--- src/design/assert_macros.svh ---
// Assertion macros shared by the design files.
`ifndef ASSERT_MACROS_SVH
`define ASSERT_MACROS_SVH

// Same-cycle implication, sampled on clk, masked while rst_n is low.
`define VWDB_ASSERT_NOW(label, ante, cons) \
    label: assert property (@(posedge clk) disable iff (!rst_n) (ante) |-> (cons)) \
        else $error("vwdb assertion failed");

// Next-cycle implication, sampled on clk, masked while rst_n is low.
`define VWDB_ASSERT_NEXT(label, ante, cons) \
    label: assert property (@(posedge clk) disable iff (!rst_n) (ante) |=> (cons)) \
        else $error("vwdb assertion failed");

`endif

--- src/design/vwdb_pkg.sv ---
// Package: payload types, controller/datapath link types and constants.
package vwdb_pkg;

    localparam int ENTRY_COUNT_DEF = 16;
    localparam int WEIGHT_W        = 32;
    localparam int RATE_W          = 15;
    localparam int DECAY_RATE_Q16  = 9830;
    localparam int DECAY_SHIFT     = 16;
    localparam int PROD_W          = WEIGHT_W + DECAY_SHIFT;

    localparam logic FUNC_INJECT = 1'b0;
    localparam logic FUNC_TICK   = 1'b1;

    typedef struct packed {
        logic                       func;
        logic [7:0]                 entry_index;
        logic signed [WEIGHT_W-1:0] amplitude;
        logic signed [WEIGHT_W-1:0] time_step;
    } in_item_t;

    typedef struct packed {
        logic signed [WEIGHT_W-1:0] total_weight;
        logic                       index_rejected;
    } out_item_t;

    // Commands from the controller to the datapath.
    typedef struct packed {
        logic accept;      // input transaction taken this cycle
        logic load_decay;  // register the decay step, clear the accumulator
        logic rd_en;       // read both stores at rd_addr
        logic wb_en;       // update and write back the entry read last cycle
        logic commit_sum;  // last write-back: latch the new total
        logic load_out;    // load the output register
    } vwdb_cmd_t;

    // Status from the datapath to the controller.
    typedef struct packed {
        logic out_free;    // output register can take a result this cycle
    } vwdb_status_t;

endpackage

--- src/design/vwdb_stream_if.sv ---
// Valid/ready stream interface carrying one payload per transaction.
interface vwdb_stream_if #(
    parameter type payload_t = logic
);
    logic     valid;
    logic     ready;
    payload_t payload;

    modport source (output valid, output payload, input ready);
    modport sink   (input valid, input payload, output ready);
endinterface

--- src/design/vwdb_ctrl.sv ---
// Controller: sequences inject and tick transactions over the entry bank.
module vwdb_ctrl #(
    parameter int ENTRY_COUNT = vwdb_pkg::ENTRY_COUNT_DEF,
    localparam int IDX_W = (ENTRY_COUNT > 1) ? $clog2(ENTRY_COUNT) : 1,
    localparam int CNT_W = $clog2(ENTRY_COUNT + 1)
) (
    input  logic                 clk,
    input  logic                 rst_n,
    input  logic                 in_valid,
    input  logic                 in_func,
    input  vwdb_pkg::vwdb_status_t status,
    output logic                 in_ready,
    output vwdb_pkg::vwdb_cmd_t  cmd,
    output logic [IDX_W-1:0]     rd_addr
);

    typedef enum logic [3:0] {
        ST_IDLE   = 4'b0001,
        ST_DECAY  = 4'b0010,
        ST_WALK   = 4'b0100,
        ST_FINISH = 4'b1000
    } vwdb_state_t;

    vwdb_state_t      state_reg, state_next;
    logic [CNT_W-1:0] cnt_reg, cnt_next;
    logic             walk_last;

    assign walk_last = (cnt_reg == CNT_W'(ENTRY_COUNT));
    assign rd_addr   = cnt_reg[IDX_W-1:0];

    always_comb
    begin
        state_next = state_reg;
        cnt_next   = cnt_reg;
        in_ready   = 1'b0;
        cmd        = '0;
        unique case (state_reg)
            ST_IDLE:
            begin
                in_ready   = 1'b1;
                cmd.accept = in_valid;
                if (in_valid)
                begin
                    state_next = (in_func == vwdb_pkg::FUNC_TICK) ? ST_DECAY : ST_FINISH;
                    cnt_next   = '0;
                end
            end
            ST_DECAY:
            begin
                cmd.load_decay = 1'b1;
                cmd.rd_en      = 1'b1;
                cnt_next       = cnt_reg + CNT_W'(1);
                state_next     = ST_WALK;
            end
            ST_WALK:
            begin
                cmd.wb_en = 1'b1;
                if (walk_last)
                begin
                    cmd.commit_sum = 1'b1;
                    state_next     = ST_FINISH;
                end
                else
                begin
                    cmd.rd_en = 1'b1;
                    cnt_next  = cnt_reg + CNT_W'(1);
                end
            end
            ST_FINISH:
            begin
                if (status.out_free)
                begin
                    cmd.load_out = 1'b1;
                    state_next   = ST_IDLE;
                end
            end
            default:
            begin
                state_next = ST_IDLE;
            end
        endcase
    end

    always_ff @(posedge clk or negedge rst_n)
    begin
        if (!rst_n)
        begin
            state_reg <= ST_IDLE;
            cnt_reg   <= '0;
        end
        else
        begin
            state_reg <= state_next;
            cnt_reg   <= cnt_next;
        end
    end

endmodule

--- src/design/vwdb_datapath.sv ---
// Datapath: weight stores, decay multiplier, follower update and output register.
module vwdb_datapath #(
    parameter int ENTRY_COUNT = vwdb_pkg::ENTRY_COUNT_DEF,
    localparam int IDX_W = (ENTRY_COUNT > 1) ? $clog2(ENTRY_COUNT) : 1
) (
    input  logic                   clk,
    input  logic                   rst_n,
    input  vwdb_pkg::in_item_t     in_item,
    input  vwdb_pkg::vwdb_cmd_t    cmd,
    input  logic [IDX_W-1:0]       rd_addr,
    input  logic                   out_ready,
    output vwdb_pkg::vwdb_status_t status,
    output logic                   out_valid,
    output vwdb_pkg::out_item_t    out_item
);

    localparam int W = vwdb_pkg::WEIGHT_W;
    localparam int P = vwdb_pkg::PROD_W;

    // Stores; an entry never written since reset reads as zero.
    logic [W-1:0]           cur_mem [ENTRY_COUNT];
    logic [W-1:0]           tgt_mem [ENTRY_COUNT];
    logic [ENTRY_COUNT-1:0] cur_vld_reg;
    logic [ENTRY_COUNT-1:0] tgt_vld_reg;

    logic [W-1:0]     cur_rd_reg, tgt_rd_reg;
    logic             cur_rd_vld_reg, tgt_rd_vld_reg;
    logic [IDX_W-1:0] wb_addr_reg;

    logic signed [W-1:0] dt_reg;
    logic signed [W-1:0] decay_reg;
    logic                rej_reg;
    logic [W-1:0]        sum_acc_reg;
    logic [W-1:0]        weight_sum_reg;
    logic                out_valid_reg;
    vwdb_pkg::out_item_t out_item_reg;

    logic                in_range;
    logic                inject_we;
    logic [IDX_W-1:0]    tgt_waddr;
    logic [W-1:0]        tgt_wdata;
    logic                tgt_we;
    logic signed [P-1:0] decay_prod;
    logic [W-1:0]        cur_val, tgt_val, diff, half, cur_new, tgt_new, sum_next;

    assign in_range  = ({1'b0, in_item.entry_index} < 9'(ENTRY_COUNT));
    assign inject_we = cmd.accept && (in_item.func == vwdb_pkg::FUNC_INJECT) && in_range;

    // floor(rate * dt / 2^16): arithmetic shift of the full product
    assign decay_prod = P'(dt_reg) * P'($signed(vwdb_pkg::RATE_W'(vwdb_pkg::DECAY_RATE_Q16)));

    assign cur_val  = cur_rd_vld_reg ? cur_rd_reg : '0;
    assign tgt_val  = tgt_rd_vld_reg ? tgt_rd_reg : '0;
    assign diff     = tgt_val - cur_val;
    assign half     = {diff[W-1], diff[W-1:1]};
    assign cur_new  = cur_val + half;
    assign tgt_new  = ($signed(tgt_val) > decay_reg) ? (tgt_val - W'(decay_reg)) : '0;
    assign sum_next = sum_acc_reg + cur_new;

    assign tgt_we    = inject_we || cmd.wb_en;
    assign tgt_waddr = inject_we ? in_item.entry_index[IDX_W-1:0] : wb_addr_reg;
    assign tgt_wdata = inject_we ? W'(in_item.amplitude) : tgt_new;

    // Memory ports: one read, one write per store.
    always_ff @(posedge clk)
    begin
        if (cmd.rd_en)
        begin
            cur_rd_reg  <= cur_mem[rd_addr];
            tgt_rd_reg  <= tgt_mem[rd_addr];
            wb_addr_reg <= rd_addr;
        end
        if (cmd.wb_en)
        begin
            cur_mem[wb_addr_reg] <= cur_new;
        end
        if (tgt_we)
        begin
            tgt_mem[tgt_waddr] <= tgt_wdata;
        end
    end

    always_ff @(posedge clk or negedge rst_n)
    begin
        if (!rst_n)
        begin
            cur_vld_reg    <= '0;
            tgt_vld_reg    <= '0;
            cur_rd_vld_reg <= 1'b0;
            tgt_rd_vld_reg <= 1'b0;
            weight_sum_reg <= '0;
            out_valid_reg  <= 1'b0;
        end
        else
        begin
            if (cmd.rd_en)
            begin
                cur_rd_vld_reg <= cur_vld_reg[rd_addr];
                tgt_rd_vld_reg <= tgt_vld_reg[rd_addr];
            end
            if (cmd.wb_en)
            begin
                cur_vld_reg[wb_addr_reg] <= 1'b1;
            end
            if (tgt_we)
            begin
                tgt_vld_reg[tgt_waddr] <= 1'b1;
            end
            if (cmd.commit_sum)
            begin
                weight_sum_reg <= sum_next;
            end
            if (cmd.load_out)
            begin
                out_valid_reg <= 1'b1;
            end
            else if (out_ready)
            begin
                out_valid_reg <= 1'b0;
            end
        end
    end

    // Payload registers.
    always_ff @(posedge clk)
    begin
        if (cmd.accept)
        begin
            dt_reg  <= in_item.time_step;
            rej_reg <= (in_item.func == vwdb_pkg::FUNC_INJECT) && !in_range;
        end
        if (cmd.load_decay)
        begin
            decay_reg   <= decay_prod[P-1:vwdb_pkg::DECAY_SHIFT];
            sum_acc_reg <= '0;
        end
        else if (cmd.wb_en)
        begin
            sum_acc_reg <= sum_next;
        end
        if (cmd.load_out)
        begin
            out_item_reg.total_weight   <= cmd.commit_sum ? sum_next : weight_sum_reg;
            out_item_reg.index_rejected <= rej_reg;
        end
    end

    assign status.out_free = !out_valid_reg || out_ready;
    assign out_valid       = out_valid_reg;
    assign out_item        = out_item_reg;

endmodule

--- src/design/viseme_weight_decay_bank.sv ---
// Top level: bank of Q16.16 envelope followers with valid/ready request and response.
//
// A bank of ENTRY_COUNT envelope followers, one per mouth shape, each holding a
// current and a target weight in Q16.16. Every request transaction yields exactly
// one response transaction. An inject (func 0) writes one target weight; an index
// at or above ENTRY_COUNT writes nothing and the response flags index_rejected.
// A tick (func 1) registers a decay step of floor(9830 * time_step / 2^16), then
// walks the bank one entry per cycle: the current weight moves half way to its
// target (arithmetic shift), the target drops by the decay step and clamps at zero,
// and the new current weights are summed. All arithmetic wraps at 32 bits. The
// response carries the total after the last tick. An inject goes from acceptance
// straight to the result hand-off; a tick registers the decay step and then walks
// the bank one entry per cycle, set by the single read and write port of each
// weight store. A request is taken whenever the bank is idle, even while the
// previous response still waits in the output register. The stores need no
// clearing pass after reset: per-entry valid bits make unwritten entries read as
// zero, so the block is ready in the first cycle after reset.
`include "assert_macros.svh"

module viseme_weight_decay_bank #(
    parameter int ENTRY_COUNT = vwdb_pkg::ENTRY_COUNT_DEF,
    localparam int IDX_W = (ENTRY_COUNT > 1) ? $clog2(ENTRY_COUNT) : 1
) (
    input logic         clk,
    input logic         rst_n,
    vwdb_stream_if.sink   request,
    vwdb_stream_if.source response
);

    vwdb_pkg::vwdb_cmd_t    cmd;
    vwdb_pkg::vwdb_status_t status;
    vwdb_pkg::in_item_t     in_item;
    logic [IDX_W-1:0]       rd_addr;
    logic                   in_ready;

    // Pull the request fields into the package type.
    always_comb
    begin
        in_item.func        = request.payload.func;
        in_item.entry_index = request.payload.entry_index;
        in_item.amplitude   = request.payload.amplitude;
        in_item.time_step   = request.payload.time_step;
    end

    assign request.ready = in_ready;

    // Sequencer: idle, decay setup, entry walk, result hand-off.
    vwdb_ctrl #(
        .ENTRY_COUNT (ENTRY_COUNT)
    ) u_ctrl (
        .clk      (clk),
        .rst_n    (rst_n),
        .in_valid (request.valid),
        .in_func  (request.payload.func),
        .status   (status),
        .in_ready (in_ready),
        .cmd      (cmd),
        .rd_addr  (rd_addr)
    );

    // Stores, arithmetic and the output register.
    vwdb_datapath #(
        .ENTRY_COUNT (ENTRY_COUNT)
    ) u_datapath (
        .clk       (clk),
        .rst_n     (rst_n),
        .in_item   (in_item),
        .cmd       (cmd),
        .rd_addr   (rd_addr),
        .out_ready (response.ready),
        .status    (status),
        .out_valid (response.valid),
        .out_item  (response.payload)
    );

    // Never write back an entry while a new transaction may be taken.
    `VWDB_ASSERT_NOW(a_no_walk_when_idle, in_ready, !cmd.wb_en)
    // Load the output register only when it has room.
    `VWDB_ASSERT_NOW(a_load_needs_room, cmd.load_out, status.out_free)
    // A tick keeps the bank busy for the cycle after acceptance.
    `VWDB_ASSERT_NEXT(a_tick_holds_busy, cmd.accept && (request.payload.func == vwdb_pkg::FUNC_TICK), !in_ready && cmd.load_decay)
    // The last write-back is followed by the hand-off, not a new transaction.
    `VWDB_ASSERT_NEXT(a_commit_then_finish, cmd.commit_sum, !in_ready && !cmd.wb_en)

endmodule

--- src/flat_wrapper.sv ---
// flat-port wrapper written by rule: the top's interface ports become plain ports
module viseme_weight_decay_bank_flat 
#(
    parameter int ENTRY_COUNT = vwdb_pkg::ENTRY_COUNT_DEF,
    localparam int IDX_W = (ENTRY_COUNT > 1) ? $clog2(ENTRY_COUNT) : 1
)
  (clk, rst_n, request_valid, request_payload, request_ready, response_valid, response_payload, response_ready);
  vwdb_stream_if #(.payload_t(vwdb_pkg::in_item_t)) request_i ();
  vwdb_stream_if #(.payload_t(vwdb_pkg::out_item_t)) response_i ();
  input logic clk;
  input logic rst_n;
  input wire logic [$bits(request_i.valid)-1:0] request_valid;
  input wire logic [$bits(request_i.payload)-1:0] request_payload;
  output wire logic [$bits(request_i.ready)-1:0] request_ready;
  output wire logic [$bits(response_i.valid)-1:0] response_valid;
  output wire logic [$bits(response_i.payload)-1:0] response_payload;
  input wire logic [$bits(response_i.ready)-1:0] response_ready;
  assign request_i.valid = request_valid;
  assign request_i.payload = request_payload;
  assign request_ready = request_i.ready;
  assign response_valid = response_i.valid;
  assign response_payload = response_i.payload;
  assign response_i.ready = response_ready;
  viseme_weight_decay_bank #(.ENTRY_COUNT(ENTRY_COUNT)) u_core (.clk(clk), .rst_n(rst_n), .request(request_i), .response(response_i));
endmodule
--- config.mk ---
export PLATFORM = sky130hd
export DESIGN_NAME = viseme_weight_decay_bank_flat
export DESIGN_NICKNAME = d
export VERILOG_FILES = /design/src/design/vwdb_pkg.sv /design/src/design/vwdb_stream_if.sv /design/src/design/vwdb_ctrl.sv /design/src/design/vwdb_datapath.sv /design/src/design/viseme_weight_decay_bank.sv /design/src/flat_wrapper.sv
export VERILOG_INCLUDE_DIRS = /design/src /design/src/design
export SDC_FILE = /design/constraint.sdc
export NUM_CORES = 2
export LEC_CHECK = 0
export BUFFER_PORTS_ARGS = -buffer_cell sky130_fd_sc_hd__buf_4
export CORE_MARGIN = 3
export CORE_UTILIZATION = 44
export CTS_BUF_LIST = sky130_fd_sc_hd__clkbuf_4 sky130_fd_sc_hd__clkbuf_8
export CTS_CLUSTER_SIZE = 25
export DETAILED_ROUTE_END_ITERATION = 10
export SKIP_LAST_GASP = 1
export SYNTH_ARGS = -nofsm -noshare
export SYNTH_HDL_FRONTEND = slang
export SYNTH_SLANG_ARGS = --single-unit
--- constraint.sdc ---
create_clock -name clk -period 13.1 [get_ports clk]
set_clock_uncertainty 0.05 [all_clocks]
set_input_delay 0.655 -clock clk [delete_from_list [all_inputs] [get_ports clk]]
set_output_delay 0.655 -clock clk [all_outputs]
set_load 0.03 [all_outputs]
Word level (Yosys, flattened, before mapping):

Memory sizes are Yosys's and may differ from the RTL's. A register that Yosys moved wholly into a read port is not among the register bits.
Cells that the tools add are included.

* add/sub/neg operators: 5
* $mul: 1
* $lt $le $gt $ge: 7
* eq/ne operators: 9
* multiplexer cells: 37
* bitwise gates (word level): 3
* reduce and logical (&&, ||, !) cells: 13

Operator list (number)
* 32-bit 2-to-1 mux: 5
* 32-bit adder: 2
* 32-bit subtractor: 2
* 32-bit by 14-bit multiplier with 46-bit output (second input constant): 1
* 32-bit > comparator: 1
* 16-bit bitwise OR: 2
* 4-bit 2-to-1 mux: 5
* 1-bit 2-to-1 mux: 17
* 4-bit case mux with 4 select lines: 1
* 4-bit by 5-bit less-than comparator with 1-bit output (second input constant): 3
* 5-bit case mux with 3 select lines: 1
* 5-bit 2-to-1 mux: 2
* 1-bit binary-select mux with 4-bit select: 2
* 1-bit demux with 4-bit select: 2
* 4-bit by 1-bit >= comparator with 1-bit output (second input constant): 2
* 8-bit by 5-bit less-than comparator with 1-bit output (second input constant): 1
* 2-bit != test (second input constant): 3
* 3-bit AND reduction: 2
* 5-bit by 1-bit adder with 5-bit output (second input constant): 1
* 5-bit equality test (second input constant): 1
* 1-bit logical AND: 5
* 4-bit by 1-bit equality test with 1-bit output (second input constant): 1
* 4-bit by 2-bit equality test with 1-bit output (second input constant): 1
* 4-bit by 3-bit equality test with 1-bit output (second input constant): 1
* other kinds (9): 11

* register bits after elaboration: 210
* bits in writable memories: 1024
* output and inout bits: 35
* word-level logic and storage cells: 92
* memories: 2

Memories
* u_core.u_datapath.cur_mem: words 16, width 32, rd ports 1, clocked after memory_dff 1, write ports 1, RTL line vwdb_datapath.sv:21 `logic [W-1:0] cur_mem [ENTRY_COUNT];`
* u_core.u_datapath.tgt_mem: words 16, width 32, rd ports 1, clocked after memory_dff 1, write ports 1, RTL line vwdb_datapath.sv:22 `logic [W-1:0] tgt_mem [ENTRY_COUNT];`

Longest topological paths before layout:

* depth in word-level cells: 10
* gate-level depth with buffers: 38
* gate-level depth less buffers: 35

By module:

Synthesis repeated with hierarchy kept, for this count alone.

* cells, all modules: 3732
* area total of the unflattened synthesis: 62115.8 um^2

Modules (own cells, without submodules)
* vwdb_datapath: instances 1, cells each 3675, area an instance 61514.0 um^2
* vwdb_ctrl: instances 1, cells each 57, area an instance 601.8 um^2

Worst setup path before layout:

Ideal clock, no wire load.

* kind: register to register
* start: reg u_core.u_datapath.tgt_rd_vld_reg
* end: reg u_core.u_datapath.out_item_reg (netlist bit u_core.u_datapath.out_item[31]) (data pin)
* arrival: 7.265 ns
* data required time: 12.787 ns
* setup slack: 5.522 ns
* cell stages (with the launch flop): 38
* path buffers: 3
* clock period less this slack: 7.578 ns
* path through: dfrtp_1 clkbuf_1 clkbuf_1 clkbuf_1 and2_1 ha_1 a21o_1 a31oi_1 or3_4 nand2_1 and3_1 o21ai_0 nand2b_1 a21oi_1 o21bai_1 a21oi_1 xnor2_1 ha_1 [... 2 more ...] a21oi_1 o21ai_0 o21ba_2 o21ai_1 xor2_1 ha_1 a21o_1 a21o_1 a21oi_1 nand2b_1 o211a_1 o21a_1 o31a_1 nor2_1 a21oi_1 a31oi_1 xnor2_1 mux2_2

* word-level cells in the longest chain between the ends: 5

RTL lines
* start: declaration: RTL line vwdb_datapath.sv:27 `logic cur_rd_vld_reg, tgt_rd_vld_reg;`
* start signal: assignment: RTL line vwdb_datapath.sv:99 `tgt_rd_vld_reg <= tgt_vld_reg[rd_addr];`
* 32-bit 2-to-1 mux: RTL line vwdb_datapath.sv:53 `assign tgt_val = tgt_rd_vld_reg ? tgt_rd_reg : '0;`
* 32-bit subtractor: RTL line vwdb_datapath.sv:54 `assign diff = tgt_val - cur_val;`
* 32-bit adder: RTL line vwdb_datapath.sv:56 `assign cur_new = cur_val + half;`
* net u_core.u_datapath.cur_new[19]: RTL line vwdb_datapath.sv:44 `logic [W-1:0] cur_val, tgt_val, diff, half, cur_new, tgt_new, sum_next;`
* 32-bit adder: RTL line vwdb_datapath.sv:58 `assign sum_next = sum_acc_reg + cur_new;`
* 32-bit 2-to-1 mux
* end: declaration: RTL line vwdb_datapath.sv:36 `vwdb_pkg::out_item_t out_item_reg;`

The timed path passes the listed nets, and every way through them passes these cells.
A chain may end at the register's enable or synchronous reset.

Final worst setup path:

* start: reg u_core.u_datapath.tgt_rd_vld_reg
* end: reg u_core.u_datapath.out_item_reg (netlist bit u_core.u_datapath.out_item[32]) (data pin)

Same word-level chain as after synthesis.

==> qor.csv <==
metric;value;unit
drt_first_iter_violations;2805;
status;finished clean;
worst_pin_slew;1.08;ns
routed_via_density;5.55;
die-width;380;µm
clkSlewWorstSetupHoldPaths;0.06;ns
grt_pass1_vias;34500;
detailroute.via_count;33500;
cpPeakStageDelay;0.86;ns
dieHeight;380;µm
dieArea;0.145;mm²
start_kind;register;
cp.arrival;8.38;ns
synthesis.area_per_instance;16.8;µm²
hold_violations;0;
synth_cell_types;80;
crit_path_max_fanout;43;
fmax_achieved;0.128;GHz
utilization;50.5;%
cts.htree.levels;4;
final_setup_vio_count;0;
worstSkewPairLatency;0.93;ns
route.antenna.remaining_nets;0;
final_routed_drc_violation_total;0;
crit_path_end_kind;register;
drtPass1Iterations;6;
grt.total_usage;21.0;%
wirelength;151;mm
finalHoldWorstSlack;0.107;ns
ctsLongestPathBuffers;3;
maxCapViolations;0;
drive_gt1_share;23.4;%
max-slew-margin-rel;27.5;%
post-route-min-period;7.80;ns
hp-class;in -> reg;
initial_utilization;44.6;%
yosysWarnings;0;
synth_enable_flop_cells;1189;
hold_path_startpoint;response_ready;
final.setup.tns;0;ns
syn2layout_area_growth;13.2;%
io_pins;112;
cts_made_buffers;202;
cts_repair_resize_count;0;
synthArstFlopShare;5.86;%
fin_crit_sh;59.6;%
timing_max_transition_violations_final;0;
placeableCoreArea;0.138;mm²
worst_ep_required_time;13.68;ns
netlist_instances;3667;
grt_first_pass_wirelength;224;mm
grt.overflow.total;0;
syn_area;0.0616;mm²
num-nets-final;4535;
synthesis.nets;4211;
crit_path_category;reg -> reg;
synthFlopType;edfxtp_1;
number_of_antenna_violations_at_the_first_check_in_global_routing;11;
slowest_stage;a2111oi_0;
wl_per_cell;25.0;µm
rr_startpoint;u_core.u_datapath.tgt_rd_vld_reg;
port_buffers;111;
finalWeightedCongestion;0.864;
cts.sinks;1297;
worst_setup_path_startpoint;u_core.u_datapath.tgt_rd_vld_reg;
dp_hpwl;94.2;mm
ys_seq_elements;1297;
cts_tree;done;
grt_start_max_net_pins;102;
cts_root_buf;clkbuf_8;
yosysSeqAreaShare;62.1;%
rsz_0062_raised_after_global_routing;false;
row_count;136;
metrics by stage:
step / cells / worst slack, ns / cell area, µm²
floorplan: 3667 / 5.52 / 61600
global placement: 5614 / 5.43 / 65300
detailed placement: 5614 / 5.40 / 65300
CTS: 6028 / 5.35 / 69700
global route: 6030 / 4.75 / 69700
finish: 6032 / 5.30 / 69700
worst max-delay path: cells and delay by family (launching register included):
kind	cells	cell delay, ns
AOI/OAI and AO/OA	13	3.27
xor gates and xnor gates	4	0.76
adders and majority gates	3	0.95
buffers and inverters	2	0.63
DFF	1	0.32
and+or+nand+nor	8	1.51
cell type report:
type,instances,area [µm²]
clock inverter,86,536
sequential,1297,38300
clock buffer,292,3520
timing repair buffer,230,1840
multi-input combinational,1937,22000
antenna,4,10.0
inverter,323,1210
tap,1863,2330
fill,11600,68400
worst paths after layout:
path	to	slack (ns)	cells past startpoint
max reg2reg	u_core.u_datapath.out_item[32]	5.30	30
max	u_core.u_datapath.out_item[32]	5.30	30
min	u_core.u_datapath.out_valid	0.11	3
min in group asynchronous	u_core.u_datapath.tgt_vld_reg[9]	0.44	2
min reg2reg	u_core.u_datapath.out_item[0]	0.40	0
max in group asynchronous	u_core.u_ctrl.cnt_reg[2]	11.75	2
per-layer routing:
metal  up-vias  global-route usage (%)  share of wire (%)
met5         -                       0              0.017
met1     17400                    29.8                 44
met3       231                    3.59                5.7
met4         4                    6.82                2.9
li1      14800                       -                  -
met2      1018                    33.1                 47
what timing repair did:
action | CTS | global route
buffers inserted | 0 | 0
hold buffers | 36 | 0
endpoints found under the hold margin | 110 | 0
cells in the mapped netlist, types with 19 or more instances:
cell type  number  area [µm²]
or2_2          38         238
nor2_1        133         499
a21o_1         72         541
nand2_1       114         428
xor2_1         49         429
and2_1         35         219
o21a_1         25         188
clkbuf_1       79         297
edfxtp_1     1189       35700
a22o_1         60         526
nor3_1         27         135
nand4_1        19         119
mux2_2         26         293
o21bai_1       19         143
nand3_1        19        95.1
inv_1         323        1210
dfrtp_1        75        1880
mux4_2        330        7430
ha_1          306        3830
buf_1          24        90.1
nor2b_1        25         156
a21oi_1       125         626
nand2b_1       27         169
o21ai_0        91         455
xnor2_1        96         841
fa_1          161        3220
dfxtp_1        32         641
cells by family (layout without fill, tap and decap cells):
logic type,Yosys count,count (layout),share of synthesized area (%)
AO/OA/AOI/OAI,490,490,5.36
XOR/XNOR,145,145,2.06
adder cells (fa/ha/maj),468,468,11.5
buffers and inverters,433,931,2.66
flip-flops,1297,1297,62.1
multiplexers,357,357,12.6
other,0,4,0
AND/OR/NAND/NOR,477,477,3.82
cell usage in the layout, fill, tap and decap left out, types with 17 or more instances in the layout:
cell type,synthesis,routed
nor2b_1,25,24
nor2_1,133,104
xor2_1,49,49
buf_4,1,192
o21a_1,25,25
mux4_2,330,330
clkbuf_4,0,80
a21oi_1,125,124
clkbuf_8,0,212
a21o_1,72,72
dfrtp_1,75,71
dlygate4sd3_1,0,36
a22o_1,60,60
clkinv_1,0,53
and2_1,35,35
or2_2,38,38
mux2_2,26,26
dfxtp_1,32,32
ha_1,306,306
xnor2_1,96,96
nand3_1,19,19
o21ai_0,91,91
inv_1,323,323
clkinv_2,0,17
fa_1,161,161
nor3_1,27,22
nand4_1,19,19
edfxtp_1,1189,1189
nor2_4,0,28
o21bai_1,19,18
nand2_1,114,114
nand2b_1,27,27
Power is left out: the tool's default activity adds up to more than one toggle a clock period on the data nets, which glitch-free logic cannot reach.
